File: config.mk
export PLATFORM = sky130hd
export DESIGN_NAME = prime_filter_by_digits_core
export DESIGN_NICKNAME = d
export VERILOG_FILES = /design/src/sv/pfd_pkg.sv /design/src/sv/prime_filter_by_digits_core.sv /design/src/sv/pfd_div.sv /design/src/sv/pfd_dpath.sv /design/src/sv/pfd_ctrl.sv
export SDC_FILE = /design/constraint.sdc
export NUM_CORES = 1
export LEC_CHECK = 0
export ABC_AREA = 1
export CORE_MARGIN = 8
export CORE_UTILIZATION = 60
export CTS_CLUSTER_DIAMETER = 50
export CTS_CLUSTER_SIZE = 40
export DETAILED_ROUTE_END_ITERATION = 10
export DONT_BUFFER_PORTS = 1
export PLACE_DENSITY = 0.81
export SKIP_CTS_REPAIR_TIMING = 1
export SYNTH_ARGS = -nofsm -noshare
export SYNTH_HDL_FRONTEND = slang
export SYNTH_SLANG_ARGS = --single-unit
File: constraint.sdc
create_clock -name clk -period 6.58 [get_ports clk]
set_input_delay 0.658 -clock clk [delete_from_list [all_inputs] [get_ports clk]]
set_output_delay 0.658 -clock clk [all_outputs]
set_load 0.03 [all_outputs]
File: src/sv/pfd_pkg.sv
`timescale 1ns / 1ps
// pfd_pkg: shared types, register indexes and the power-of-ten table for
// the prime filter. No dependencies.
package pfd_pkg;

    localparam logic [1:0] CFG_DIGIT_COUNT  = 2'd0;
    localparam logic [1:0] CFG_WORKER_COUNT = 2'd1;
    localparam logic [1:0] CFG_WORKER_INDEX = 2'd2;

    typedef enum logic
    {
        DIV_SEL_RESIDUE = 1'b0,
        DIV_SEL_TRIAL   = 1'b1
    } div_sel_t;

    typedef struct packed
    {
        logic     load;
        logic     div_start;
        div_sel_t div_sel;
        logic     sq_load;
        logic     set_mine;
        logic     set_prime;
        logic     d_inc;
    } pfd_cmd_t;

    typedef struct packed
    {
        logic res_skip;
        logic div_done;
        logic n_le1;
        logic sq_gt_n;
        logic rem_zero;
    } pfd_status_t;

    function automatic logic [31:0] pow10(input logic [3:0] k);
        logic [31:0] v;
        case (k)
            4'd0:    v = 32'd1;
            4'd1:    v = 32'd10;
            4'd2:    v = 32'd100;
            4'd3:    v = 32'd1000;
            4'd4:    v = 32'd10000;
            4'd5:    v = 32'd100000;
            4'd6:    v = 32'd1000000;
            4'd7:    v = 32'd10000000;
            4'd8:    v = 32'd100000000;
            4'd9:    v = 32'd1000000000;
            default: v = 32'd0;
        endcase
        return v;
    endfunction

endpackage

File: src/sv/prime_filter_by_digits_core.sv
`timescale 1ns / 1ps
// prime_filter_by_digits_core: top level of the prime filter.
// Depends on pfd_pkg, pfd_ctrl, pfd_dpath and pfd_div.
//
// Usage:
//   Input: a candidate is transferred on a rising edge with start high and
//   busy low. Busy stays high until the result has been shown.
//   Config: cfg_valid/cfg_ready write channel, cfg_index selects digit_count
//   (0), worker_count (1) or worker_index (2); cfg_ready is always high.
//   Write only while busy is low. Other indexes are ignored.
//   Result: value_out, in_range, is_mine, is_prime and selected are valid for
//   the single cycle in which done is high; the receiver cannot stall, the
//   result is taken at the edge that ends that cycle. Fields hold afterwards.
//   Sequencing: the residue check and each trial divisor run through one
//   shared bit-serial remainder unit; one item at a time, so no new
//   candidate is taken while busy is high.
//   Reset: asynchronous, active low; returns to idle with digit_count 1,
//   worker_count 1, worker_index 0. Any item in flight is dropped.
module prime_filter_by_digits_core #(
    parameter int VALUE_BITS = 30,
    parameter int MAX_DIGITS = 9
) (
    input  logic        clk,
    input  logic        rst_n,
    input  logic        start,
    output logic        busy,
    input  logic [29:0] candidate,
    input  logic        cfg_valid,
    output logic        cfg_ready,
    input  logic [1:0]  cfg_index,
    input  logic [6:0]  cfg_data,
    output logic        done,
    output logic [29:0] value_out,
    output logic        in_range,
    output logic        is_mine,
    output logic        is_prime,
    output logic        selected
);

    pfd_pkg::pfd_cmd_t    cmd;
    pfd_pkg::pfd_status_t status;
    logic                 busy_int;

    assign cfg_ready = 1'b1;
    assign busy      = busy_int;

    pfd_ctrl u_ctrl (
        .clk    (clk),
        .rst_n  (rst_n),
        .start  (start & ~busy_int),
        .status (status),
        .cmd    (cmd),
        .busy   (busy_int),
        .done   (done)
    );

    pfd_dpath #(
        .VALUE_BITS (VALUE_BITS),
        .MAX_DIGITS (MAX_DIGITS)
    ) u_dpath (
        .clk       (clk),
        .rst_n     (rst_n),
        .cfg_we    (cfg_valid & cfg_ready),
        .cfg_index (cfg_index),
        .cfg_data  (cfg_data),
        .candidate (candidate),
        .cmd       (cmd),
        .status    (status),
        .value_out (value_out),
        .in_range  (in_range),
        .is_mine   (is_mine),
        .is_prime  (is_prime),
        .selected  (selected)
    );

endmodule

File: src/sv/pfd_div.sv
`timescale 1ns / 1ps
// pfd_div: bit-serial restoring remainder unit, one dividend bit per cycle.
// Standalone; no package dependency.
module pfd_div #(
    parameter int N_W = 30,
    parameter int D_W = 16
) (
    input  logic           clk,
    input  logic           rst_n,
    input  logic           start,
    input  logic [N_W-1:0] dividend,
    input  logic [D_W-1:0] divisor,
    output logic           done,
    output logic [D_W-1:0] rem
);

    localparam int CNT_W = (N_W > 1) ? $clog2(N_W) : 1;

    logic             busy_reg;
    logic             done_reg;
    logic [CNT_W-1:0] cnt_reg;
    logic [D_W-1:0]   r_reg;
    logic [D_W-1:0]   r_next;
    logic [N_W-1:0]   q_reg;
    logic [D_W-1:0]   dvs_reg;
    logic [D_W:0]     trial;

    always_comb
    begin
        trial = {r_reg, q_reg[N_W-1]};
        if (trial >= {1'b0, dvs_reg})
        begin
            r_next = D_W'(trial - {1'b0, dvs_reg});
        end
        else
        begin
            r_next = trial[D_W-1:0];
        end
    end

    always_ff @(posedge clk or negedge rst_n)
    begin
        if (!rst_n)
        begin
            busy_reg <= 1'b0;
            done_reg <= 1'b0;
            cnt_reg  <= '0;
        end
        else
        begin
            done_reg <= 1'b0;
            if (start)
            begin
                busy_reg <= 1'b1;
                cnt_reg  <= '0;
            end
            else if (busy_reg)
            begin
                cnt_reg <= cnt_reg + 1'b1;
                if (cnt_reg == CNT_W'(N_W - 1))
                begin
                    busy_reg <= 1'b0;
                    done_reg <= 1'b1;
                end
            end
        end
    end

    always_ff @(posedge clk)
    begin
        if (start)
        begin
            r_reg   <= '0;
            q_reg   <= dividend;
            dvs_reg <= divisor;
        end
        else if (busy_reg)
        begin
            r_reg <= r_next;
            q_reg <= {q_reg[N_W-2:0], 1'b0};
        end
    end

    assign done = done_reg;
    assign rem  = r_reg;

endmodule

File: src/sv/pfd_dpath.sv
`timescale 1ns / 1ps
// pfd_dpath: config registers, candidate and flag registers, trial divisor,
// squarer and the shared remainder unit. Depends on pfd_pkg and pfd_div.
module pfd_dpath #(
    parameter int VALUE_BITS = 30,
    parameter int MAX_DIGITS = 9
) (
    input  logic                clk,
    input  logic                rst_n,
    input  logic                cfg_we,
    input  logic [1:0]          cfg_index,
    input  logic [6:0]          cfg_data,
    input  logic [29:0]         candidate,
    input  pfd_pkg::pfd_cmd_t   cmd,
    output pfd_pkg::pfd_status_t status,
    output logic [29:0]         value_out,
    output logic                in_range,
    output logic                is_mine,
    output logic                is_prime,
    output logic                selected
);

    localparam int NB    = VALUE_BITS;
    localparam int DW    = (VALUE_BITS + 1) / 2 + 1;
    localparam int DIV_W = (DW > 7) ? DW : 7;
    localparam int SQ_W  = 2 * DW;

    logic [3:0]       digit_count_reg;
    logic [6:0]       worker_count_reg;
    logic [5:0]       worker_index_reg;

    logic [NB-1:0]    n_reg;
    logic [DW-1:0]    d_reg;
    logic [SQ_W-1:0]  sq_reg;
    logic             range_reg;
    logic             mine_reg;
    logic             prime_reg;

    logic [31:0]      cand_ext;
    logic [NB-1:0]    n_in;
    logic [31:0]      n_in_ext;
    logic [31:0]      n_out_ext;
    logic [31:0]      lo;
    logic [31:0]      hi;
    logic             range_calc;
    logic [DIV_W-1:0] divisor;
    logic             div_done;
    logic [DIV_W-1:0] rem;

    assign cand_ext = 32'(candidate);
    assign n_in     = cand_ext[NB-1:0];
    assign n_in_ext = 32'(n_in);

    always_comb
    begin
        lo         = pfd_pkg::pow10(digit_count_reg - 4'd1);
        hi         = pfd_pkg::pow10(digit_count_reg) - 32'd1;
        range_calc = (digit_count_reg != 4'd0) && (digit_count_reg <= 4'(MAX_DIGITS))
                     && (n_in_ext >= lo) && (n_in_ext <= hi);
    end

    always_ff @(posedge clk or negedge rst_n)
    begin
        if (!rst_n)
        begin
            digit_count_reg  <= 4'd1;
            worker_count_reg <= 7'd1;
            worker_index_reg <= 6'd0;
        end
        else if (cfg_we)
        begin
            case (cfg_index)
                pfd_pkg::CFG_DIGIT_COUNT:  digit_count_reg  <= cfg_data[3:0];
                pfd_pkg::CFG_WORKER_COUNT: worker_count_reg <= cfg_data;
                pfd_pkg::CFG_WORKER_INDEX: worker_index_reg <= cfg_data[5:0];
                default:                   ;
            endcase
        end
    end

    always_ff @(posedge clk)
    begin
        if (cmd.load)
        begin
            n_reg     <= n_in;
            range_reg <= range_calc;
            mine_reg  <= 1'b0;
            prime_reg <= 1'b0;
            d_reg     <= DW'(2);
        end
        else
        begin
            if (cmd.set_mine)
            begin
                mine_reg <= (rem == DIV_W'(worker_index_reg));
            end
            if (cmd.set_prime)
            begin
                prime_reg <= 1'b1;
            end
            if (cmd.d_inc)
            begin
                d_reg <= d_reg + 1'b1;
            end
        end
        if (cmd.sq_load)
        begin
            sq_reg <= SQ_W'(d_reg) * SQ_W'(d_reg);
        end
    end

    assign divisor = (cmd.div_sel == pfd_pkg::DIV_SEL_TRIAL) ? DIV_W'(d_reg)
                                                             : DIV_W'(worker_count_reg);

    pfd_div #(
        .N_W (NB),
        .D_W (DIV_W)
    ) u_div (
        .clk      (clk),
        .rst_n    (rst_n),
        .start    (cmd.div_start),
        .dividend (n_reg),
        .divisor  (divisor),
        .done     (div_done),
        .rem      (rem)
    );

    always_comb
    begin
        status.res_skip = (worker_count_reg == 7'd0);
        status.div_done = div_done;
        status.n_le1    = (n_reg <= NB'(1));
        status.sq_gt_n  = (sq_reg > SQ_W'(n_reg));
        status.rem_zero = (rem == '0);
    end

    assign n_out_ext = 32'(n_reg);
    assign value_out = n_out_ext[29:0];
    assign in_range  = range_reg;
    assign is_mine   = mine_reg;
    assign is_prime  = prime_reg;
    assign selected  = range_reg & mine_reg & prime_reg;

endmodule

File: src/sv/pfd_ctrl.sv
`timescale 1ns / 1ps
// pfd_ctrl: sequencer for residue check and trial division loop.
// Depends on pfd_pkg.
module pfd_ctrl (
    input  logic                 clk,
    input  logic                 rst_n,
    input  logic                 start,
    input  pfd_pkg::pfd_status_t status,
    output pfd_pkg::pfd_cmd_t    cmd,
    output logic                 busy,
    output logic                 done
);

    typedef enum logic [6:0]
    {
        ST_IDLE       = 7'b0000001,
        ST_LAUNCH     = 7'b0000010,
        ST_RES_WAIT   = 7'b0000100,
        ST_SQUARE     = 7'b0001000,
        ST_TEST       = 7'b0010000,
        ST_TRIAL_WAIT = 7'b0100000,
        ST_DONE       = 7'b1000000
    } state_t;

    state_t state_reg;
    state_t state_next;

    always_comb
    begin
        state_next    = state_reg;
        cmd           = '0;
        cmd.div_sel   = pfd_pkg::DIV_SEL_RESIDUE;
        case (state_reg)
            ST_IDLE:
            begin
                if (start)
                begin
                    cmd.load   = 1'b1;
                    state_next = ST_LAUNCH;
                end
            end
            ST_LAUNCH:
            begin
                if (status.res_skip)
                begin
                    state_next = ST_SQUARE;
                end
                else
                begin
                    cmd.div_start = 1'b1;
                    state_next    = ST_RES_WAIT;
                end
            end
            ST_RES_WAIT:
            begin
                if (status.div_done)
                begin
                    cmd.set_mine = 1'b1;
                    state_next   = ST_SQUARE;
                end
            end
            ST_SQUARE:
            begin
                cmd.sq_load = 1'b1;
                state_next  = ST_TEST;
            end
            ST_TEST:
            begin
                if (status.n_le1)
                begin
                    state_next = ST_DONE;
                end
                else if (status.sq_gt_n)
                begin
                    cmd.set_prime = 1'b1;
                    state_next    = ST_DONE;
                end
                else
                begin
                    cmd.div_start = 1'b1;
                    cmd.div_sel   = pfd_pkg::DIV_SEL_TRIAL;
                    state_next    = ST_TRIAL_WAIT;
                end
            end
            ST_TRIAL_WAIT:
            begin
                cmd.div_sel = pfd_pkg::DIV_SEL_TRIAL;
                if (status.div_done)
                begin
                    if (status.rem_zero)
                    begin
                        state_next = ST_DONE;
                    end
                    else
                    begin
                        cmd.d_inc  = 1'b1;
                        state_next = ST_SQUARE;
                    end
                end
            end
            ST_DONE:
            begin
                state_next = ST_IDLE;
            end
            default:
            begin
                state_next = ST_IDLE;
            end
        endcase
    end

    always_ff @(posedge clk or negedge rst_n)
    begin
        if (!rst_n)
        begin
            state_reg <= ST_IDLE;
        end
        else
        begin
            state_reg <= state_next;
        end
    end

    assign busy = (state_reg != ST_IDLE);
    assign done = (state_reg == ST_DONE);

endmodule
==> results of run 1 <==
## final cells by class
class / instances / area [µm²] / area share (%)
clock inverters: 14 / 170.2 / 0.8529
inverters: 508 / 1909 / 9.570
clock buffers: 18 / 429.2 / 2.151
repair buffers: 20 / 162.7 / 0.8153
flip-flops and latches: 173 / 4705 / 23.58
well taps: 402 / 503.0 / 2.521
multi-input cells: 1596 / 12070 / 60.51
## layer usage
layer / routed length [µm] / GRT usage (%)
met1: 19360 / 32.30
met5: 0 / 0
met2: 22560 / 42.20
met3: 3933 / 5.692
met4: 1506 / 8.883
## placed cells by master, fill, tap and decap left out, drive strengths merged, types with 2 or more instances in the layout
cell     synthesis  final
nand3          125    125
o211ai           3      3
fa             165    165
o22ai            2      2
nor3b            2      2
nand4           30     30
nand2          556    556
o21a             4      4
a211oi           4      4
xor2            43     43
ha             221    221
a21oi          127    127
xnor2           22     22
dfrtp           28     28
clkinv           0      5
dfstp            3      3
nor3            29     29
or2              7      7
o21ai           60     60
edfxtp         108    108
o2111ai          2      2
buf             27     20
inv            508    515
clkbuf          33     18
nor4            16     16
nand3b           7      7
and2             2      2
o21bai           5      5
dfxtp           34     34
a31oi            7      7
a22oi            3      3
a21o             8      8
nor2           140    140
## power groups by stage
stage          Combinational (µW)  Sequential (µW)  Clock, µW
2_1_floorplan                1680             1800          0
3_3_place_gp                 2030             1900          0
3_5_place_dp                 2120             1910          0
4_1_cts                      2130             1890       1050
5_1_grt                      2450             1920       1100
6_report                     2150             1890       1050
## synth_stat cells (3+ instances only)
library cell	count	area, µm²
dfstp_2	3	78.83
fa_1	165	3303
nor2_4	4	45.04
nand3b_1	7	52.55
inv_1	504	1892
clkbuf_1	32	120.1
nand3_1	95	475.5
nor4_1	15	93.84
a21o_1	8	60.06
inv_2	3	11.26
o211ai_1	3	22.52
a21oi_1	124	620.6
buf_4	9	67.56
nand2_1	541	2031
nand2_4	6	67.56
a211oi_1	4	30.03
a21oi_2	3	26.28
edfxtp_1	108	3243
o21bai_1	5	37.54
nand3_2	30	300.3
nand4_1	30	187.7
xnor2_1	22	192.7
nor3_1	25	125.1
nor2_1	132	495.5
dfrtp_1	28	700.7
ha_1	221	2765
xor2_1	43	376.6
a31oi_1	7	43.79
buf_12	4	80.08
buf_2	9	45.04
dfxtp_1	34	680.7
or2_2	6	37.54
nor3_2	4	40.04
buf_1	5	18.77
nand2_2	8	50.05
o21ai_0	55	275.3
o21a_1	3	22.52
o21ai_1	3	15.01
## cells by family (layout without fill, tap and decap cells)
| group | Yosys count | after routing |
|---|---|---|
| simple gates | 915 | 915 |
| buf+inv | 568 | 560 |
| fa+ha+maj | 386 | 386 |
| compound gates | 228 | 228 |
| flops | 173 | 173 |
| xor+xnor | 65 | 65 |
| other cells | 1 | 1 |
| mux | 1 | 1 |
## metrics by stage
stage | cells | worst slack, ns | utilization, % | instance area, µm²
after global routing | 2731 | 0.09433 | 63.56 | 19950
after detailed placement | 2698 | 0.4266 | 61.58 | 19330
final | 2731 | 0.4418 | 63.56 | 19950
after floorplan | 2337 | 0.7590 | - | 19000
after CTS | 2730 | 0.3830 | 63.49 | 19930
after global placement | 2698 | 0.5552 | 61.58 | 19330
## how the worst max path moves through the flow
stage / end / slack [ns] / cells after the start / startpoint
after detailed placement: u_dpath.sq_reg[23] / 0.43 / 20 / u_dpath.d_reg[7]
after global placement: u_dpath.sq_reg[17] / 0.56 / 16 / u_dpath.d_reg[15]
after global routing: u_dpath.sq_reg[23] / 0.09 / 20 / u_dpath.d_reg[2]
final: u_dpath.sq_reg[26] / 0.44 / 19 / u_dpath.d_reg[15]
after floorplan: u_dpath.sq_reg[23] / 0.76 / 20 / u_dpath.d_reg[4]
after CTS: u_dpath.sq_reg[23] / 0.38 / 20 / u_dpath.d_reg[7]
==> impl_metrics.prom, run 1 <==
# TYPE chip_impl_metric gauge
chip_impl_info{name="outcome",value="complete, no violations"} 1
chip_impl_metric{name="power.switching_fraction",unit="%"} 43.93
chip_impl_metric{name="sum_of_negative_setup_slack",unit="ns"} 0
chip_impl_metric{name="ys_ff_latch",unit=""} 173
chip_impl_metric{name="finalWeightedCongestion",unit=""} 0.9538
chip_impl_metric{name="ant_nets",unit=""} 0
chip_impl_metric{name="setup-violations-final",unit=""} 0
chip_impl_metric{name="relSlewSlack",unit="%"} 37.05
chip_impl_metric{name="num_io_pins",unit=""} 80
chip_impl_metric{name="reg2reg_slack",unit="ns"} 0.44
chip_impl_metric{name="design_power_total",unit="µW"} 5088
chip_impl_metric{name="synth_adder_area_share",unit="%"} 31.94
chip_impl_metric{name="power_per_cell_area",unit="nW/µm²"} 255.0
chip_impl_metric{name="grt_pass1_wl",unit="mm"} 77.90
chip_impl_metric{name="routed_wirelength",unit="mm"} 47.36
chip_impl_metric{name="starting_utilization_of_the_core_area",unit="%"} 60.53
chip_impl_metric{name="fp.coreArea",unit="µm²"} 31390
chip_impl_metric{name="ys_warn_count",unit=""} 0
chip_impl_metric{name="internal_power",unit="µW"} 2853
chip_impl_info{name="family_with_the_most_delay_on_the_worst_path",value="adder cells"} 1
chip_impl_metric{name="die_x",unit="µm"} 194.0
chip_impl_metric{name="seqPwrFrac",unit="%"} 37.1
chip_impl_metric{name="die_area",unit="µm²"} 37620
chip_impl_info{name="worstReg2RegEnd",value="u_dpath.sq_reg[26]"} 1
chip_impl_metric{name="h-tree-depth",unit=""} 4
chip_impl_metric{name="drt_iter0_drc",unit=""} 1289
chip_impl_info{name="class_of_the_most_critical_hold_timing_path",value="in -> async"} 1
chip_impl_metric{name="timing.critical_path.arrival",unit="ns"} 6.33
chip_impl_metric{name="wl_per_cell",unit="µm"} 17.34
chip_impl_metric{name="max-cap-violations",unit=""} 0
chip_impl_metric{name="max_ir_drop_vdd",unit="mV"} 0.2089
chip_impl_metric{name="post_synth_num_cell_types",unit=""} 59
chip_impl_metric{name="hold_viol_final",unit=""} 0
chip_impl_metric{name="cell_depth_of_the_worst_flop_to_flop_path",unit=""} 19
chip_impl_info{name="crit_slowest_cell",value="dfxtp_1"} 1
chip_impl_info{name="cts_tree",value="yes"} 1
chip_impl_metric{name="grt.total_usage",unit="%"} 25.39
chip_impl_info{name="cp_cell_sequence",value="nand2_1 > xor2_1 > ha_1 > inv_1 > fa_1 > inv_1 > fa_1 > fa_1 > fa_1 > inv_1 > fa_1 > inv_1 > ha_1 > a21oi_1 > o21ai_0 > a21oi_1 > nand3_1 > a21oi_1 > xnor2_1"} 1
chip_impl_metric{name="routed_via_density",unit=""} 5.621
chip_impl_metric{name="net-switching-power",unit="µW"} 2235
chip_impl_metric{name="clkTransAtPathRegs",unit="ns"} 0.08
chip_impl_metric{name="grt_antenna_before_repair",unit=""} 0
chip_impl_metric{name="globalRoute.totalOverflow",unit=""} 0
chip_impl_info{name="r2r_start",value="u_dpath.d_reg[15]"} 1
chip_impl_metric{name="synth_cells",unit=""} 2337
chip_impl_metric{name="max_freq",unit="GHz"} 0.1629
chip_impl_metric{name="worstMarginPinSlew",unit="ns"} 0.9364
chip_impl_metric{name="antennaDiodeCount",unit=""} 0
chip_impl_metric{name="cpPeakStageDelay",unit="ns"} 0.81
chip_impl_metric{name="hpwl_after_detailed_placement",unit="mm"} 38.83
chip_impl_info{name="critical_path.startpoint_type",value="register"} 1
chip_impl_metric{name="finalClockSkew",unit="ns"} 0.01046
chip_impl_metric{name="synthesized_area_divided_by_synthesized_cell_count",unit="µm²"} 8.131
chip_impl_metric{name="dieHeight",unit="µm"} 194.0
chip_impl_info{name="critical_path_class",value="reg -> reg"} 1
chip_impl_metric{name="synth_compound_area_share",unit="%"} 6.644
chip_impl_metric{name="synthesis.area",unit="µm²"} 19000
chip_impl_metric{name="async_flop_share",unit="%"} 17.92
chip_impl_metric{name="muxShareOfSynthArea",unit="%"} 0.05926
chip_impl_metric{name="synth_edf_count",unit=""} 108
chip_impl_metric{name="share_comb_of_total_power",unit="%"} 42.2
chip_impl_info{name="largest_family_of_logic_cells_by_synthesized_area",value="adder cells"} 1
chip_impl_metric{name="grt_pass1_vias",unit=""} 15447
chip_impl_info{name="worst_path_most_repeated_cell",value="fa_1"} 1
chip_impl_metric{name="min_period_over_period",unit="%"} 93.29
chip_impl_metric{name="timing.critical_path.fanout_max",unit=""} 19
chip_impl_metric{name="synth.net_count",unit=""} 2766
chip_impl_metric{name="syn2layout_area_growth",unit="%"} 4.998
chip_impl_metric{name="synth_simple_gate_area_share",unit="%"} 21.78
chip_impl_metric{name="final.hold.worst_slack",unit="ns"} 0.02489
chip_impl_metric{name="worstPathBufferInverterCount",unit=""} 4
chip_impl_info{name="grt_setup_unrepaired",value="no"} 1
chip_impl_metric{name="finalMaxSlewViolations",unit=""} 0
chip_impl_metric{name="largest_register_ffs",unit=""} 31
chip_impl_metric{name="clock_insertion_delay_worst_skew",unit="ns"} 0.45
chip_impl_metric{name="placement.io_buffers",unit=""} 0
chip_impl_metric{name="leakage",unit="µW"} 0.01084
chip_impl_metric{name="num_rows",unit=""} 65
chip_impl_metric{name="finalWorstPathRequiredPeriod",unit="ns"} 6.138
chip_impl_metric{name="post_synth_xor_area_fraction",unit="%"} 2.996
chip_impl_metric{name="synth_sequential_area_ratio",unit="%"} 24.75
chip_impl_metric{name="p_clk_share",unit="%"} 20.7
chip_impl_metric{name="layout.filler_cells",unit=""} 2617
chip_impl_metric{name="grt_start_max_net_pins",unit=""} 69
chip_impl_metric{name="cp_data_required_time",unit="ns"} 6.77
chip_impl_info{name="clock-root-buffer",value="clkbuf_16"} 1
chip_impl_metric{name="final_layout_size_suffix_gt1_share",unit="%"} 5.839
chip_impl_metric{name="numCtsBuffers",unit=""} 17
chip_impl_info{name="worst_setup_path_end_kind",value="register"} 1
chip_impl_metric{name="vias",unit=""} 15352
chip_impl_metric{name="drc",unit=""} 0
chip_impl_metric{name="tritoncts_num_sinks",unit=""} 173
chip_impl_metric{name="max-clock-path-buffers",unit=""} 2
chip_impl_info{name="synth_flop_cell",value="edfxtp_1"} 1
chip_impl_metric{name="nets",unit=""} 2745
chip_impl_metric{name="firstDrtPassIters",unit=""} 6
No activity file was read; power rests on OpenSTA's default activity.
==> run 2: changes to the inputs <==
RECOVER_POWER = 100   (was default)
==> impl_metrics.prom, run 2 (synthesis gave the netlist of run 1 again) <==
# TYPE chip_impl_metric gauge
chip_impl_metric{name="finish.instance_area",unit="µm²"} 19840
chip_impl_metric{name="max_freq",unit="GHz"} 0.1623
chip_impl_metric{name="largest_register_ffs",unit=""} 31
chip_impl_metric{name="max_ir_drop_vdd",unit="mV"} 0.2084
chip_impl_info{name="critical_path.startpoint",value="u_dpath.d_reg[0]"} 1
chip_impl_metric{name="max-clock-path-buffers",unit=""} 2
chip_impl_metric{name="h-tree-depth",unit=""} 4
chip_impl_info{name="grt_setup_unrepaired",value="no"} 1
chip_impl_metric{name="worstPathBufferInverterCount",unit=""} 5
chip_impl_metric{name="syn2layout_area_growth",unit="%"} 4.425
chip_impl_metric{name="drc",unit=""} 0
chip_impl_metric{name="final_layout_size_suffix_gt1_share",unit="%"} 5.024
chip_impl_metric{name="routed_wirelength",unit="mm"} 47.36
chip_impl_metric{name="min_period_over_period",unit="%"} 93.63
chip_impl_metric{name="ant_nets",unit=""} 0
chip_impl_metric{name="grt_pass1_vias",unit=""} 15447
chip_impl_info{name="outcome",value="complete, but fails checks"} 1
chip_impl_metric{name="clkTransAtPathRegs",unit="ns"} 0.08
chip_impl_metric{name="fp.coreArea",unit="µm²"} 31390
chip_impl_info{name="mostFrequentLayoutCell",value="nand2_1"} 1
chip_impl_metric{name="tritoncts_num_sinks",unit=""} 173
chip_impl_info{name="worst_path_most_repeated_cell",value="fa_1"} 1
chip_impl_info{name="most-common-layout-cells",value="545 x nand2_1, 504 x inv_1, 221 x ha_1"} 1
chip_impl_metric{name="max-cap-violations",unit=""} 6
chip_impl_metric{name="numCtsBuffers",unit=""} 17
chip_impl_metric{name="die_x",unit="µm"} 194.0
chip_impl_metric{name="num_io_pins",unit=""} 80
chip_impl_metric{name="leakage",unit="µW"} 0.01080
chip_impl_metric{name="setup-violations-final",unit=""} 0
chip_impl_info{name="r2r_start",value="u_dpath.d_reg[0]"} 1
chip_impl_metric{name="clock_insertion_delay_worst_skew",unit="ns"} 0.45
chip_impl_metric{name="hold_viol_final",unit=""} 0
chip_impl_metric{name="vias",unit=""} 15319
chip_impl_metric{name="placement.cell_area",unit="µm²"} 19330
chip_impl_metric{name="cpPeakStageDelay",unit="ns"} 0.59
chip_impl_metric{name="nets",unit=""} 2745
chip_impl_metric{name="routed_via_density",unit=""} 5.609
chip_impl_info{name="violations",value="capacitance limit, slew limit"} 1
chip_impl_metric{name="starting_utilization_of_the_core_area",unit="%"} 60.53
chip_impl_metric{name="finalWeightedCongestion",unit=""} 0.9538
chip_impl_metric{name="globalRoute.totalOverflow",unit=""} 0
chip_impl_metric{name="worstMarginPinSlew",unit="ns"} 2.125
chip_impl_metric{name="post_layout_nonfiller_instances",unit=""} 2731
chip_impl_metric{name="placement.io_buffers",unit=""} 0
chip_impl_info{name="cp_cell_sequence",value="clkbuf_1 > nand2_1 > fa_1 > fa_1 > inv_1 > ha_1 > inv_1 > fa_1 > fa_1 > fa_1 > inv_1 > ha_1 > nand2_1 > o21ai_0 > inv_1 > o21ai_0 > nand4_1 > nand4_1 > nand2_1"} 1
chip_impl_info{name="cts_tree",value="yes"} 1
chip_impl_info{name="clock-root-buffer",value="clkbuf_16"} 1
chip_impl_metric{name="layout.filler_cells",unit=""} 2635
chip_impl_metric{name="cp_data_required_time",unit="ns"} 6.79
chip_impl_metric{name="relSlewSlack",unit="%"} -41.64
chip_impl_info{name="family_with_the_most_delay_on_the_worst_path",value="adder cells"} 1
chip_impl_metric{name="die_area",unit="µm²"} 37620
chip_impl_metric{name="grt_start_max_net_pins",unit=""} 69
chip_impl_metric{name="finalWorstPathRequiredPeriod",unit="ns"} 6.161
chip_impl_metric{name="timing.critical_path.fanout_max",unit=""} 13
chip_impl_metric{name="grt_antenna_before_repair",unit=""} 0
chip_impl_metric{name="timing.critical_path.arrival",unit="ns"} 6.37
chip_impl_metric{name="finalMaxSlewViolations",unit=""} 138
chip_impl_metric{name="firstDrtPassIters",unit=""} 6
chip_impl_metric{name="dieHeight",unit="µm"} 194.0
chip_impl_info{name="crit_slowest_cell",value="fa_1"} 1
chip_impl_metric{name="sum_of_negative_setup_slack",unit="ns"} 0
chip_impl_metric{name="grt_pass1_wl",unit="mm"} 77.90
chip_impl_info{name="critical_path_class",value="reg -> reg"} 1
chip_impl_metric{name="finalClockSkew",unit="ns"} 0.01229
chip_impl_info{name="class_of_the_most_critical_hold_timing_path",value="in -> async"} 1
chip_impl_metric{name="num_rows",unit=""} 65
chip_impl_info{name="worst_setup_path_end_kind",value="register"} 1
chip_impl_info{name="critical_path.startpoint_type",value="register"} 1
chip_impl_metric{name="grt.total_usage",unit="%"} 25.39
chip_impl_metric{name="power_per_cell_area",unit="nW/µm²"} 255.8
chip_impl_metric{name="wl_per_cell",unit="µm"} 17.34
chip_impl_metric{name="post-place-cells",unit=""} 2698
chip_impl_metric{name="drt_iter0_drc",unit=""} 1170
chip_impl_metric{name="multi_input_area",unit="µm²"} 12000
chip_impl_metric{name="combined_flip_flop_and_latch_cell_area",unit="µm²"} 4705
chip_impl_metric{name="antennaDiodeCount",unit=""} 0
chip_impl_metric{name="hpwl_after_detailed_placement",unit="mm"} 38.83
[run 2: power breakdown]
part           internal, µW  leakage (µW)  total [µW]  switching, µW
clock network           544      0.000290        1050            507
registers              1530       0.00172        1900            364
logic                   775       0.00878        2130           1350
total                  2850        0.0108        5080           2230
[run 2: cell type report]
type	count	area share, %
Timing Repair Buffer	20	0.6495
Clock buffer	18	2.163
Sequential cell	173	23.71
Inverter	508	9.616
Multi-Input combinational cell	1596	60.47
Tap cell	402	2.535
Clock inverter	14	0.8576
[run 2: through the flow]
| stage | power (µW) | hold slack, ns | setup WS, ns | util (%) |
|---|---|---|---|---|
| after floorplan | 3481 | 0.3624 | 0.7590 | - |
| after detailed placement | 4025 | 0.3633 | 0.4266 | 61.58 |
| after CTS | 5071 | -0.1135 | 0.3830 | 63.49 |
| final | 5076 | 0.04687 | 0.4193 | 63.21 |
| after global routing | 5454 | 0.02904 | 0.09433 | 63.21 |
| after global placement | 3930 | 0.3633 | 0.5552 | 61.58 |
[run 2: worst paths after layout]
check	endpoint	slack [ns]	depth (start not counted)
hold / removal	u_dpath.worker_count_reg[0]	0.05	0
setup / recovery	u_dpath.sq_reg[27]	0.42	19
setup reg to reg	u_dpath.sq_reg[27]	0.42	19
min in group clk	u_ctrl.state_reg[0]	0.29	1
max in group asynchronous	u_ctrl.state_reg[1]	5.14	1
hold reg to reg	u_ctrl.state_reg[4]	0.49	1
[run 2: metal layers]
metal / global-route usage [%] / vias to the layer above / wire, µm
li1: - / 7289 / -
met1: 32.30 / 7281 / 19320
met2: 42.20 / 641 / 22580
met3: 5.692 / 108 / 3973
met4: 8.883 / 0 / 1485
met5: 0 / - / 0
[run 2: worst reg2reg max path, stage by stage, from the launching register on]
cell	delay, ns
dfxtp_1	0.47
clkbuf_1	0.56
nand2_1	0.21
fa_1	0.54
fa_1	0.43
inv_1	0.07
ha_1	0.13
inv_1	0.05
fa_1	0.51
fa_1	0.44
fa_1	0.59
inv_1	0.05
ha_1	0.37
nand2_1	0.11
o21ai_0	0.49
inv_1	0.12
o21ai_0	0.38
nand4_1	0.20
nand4_1	0.12
nand2_1	0.05
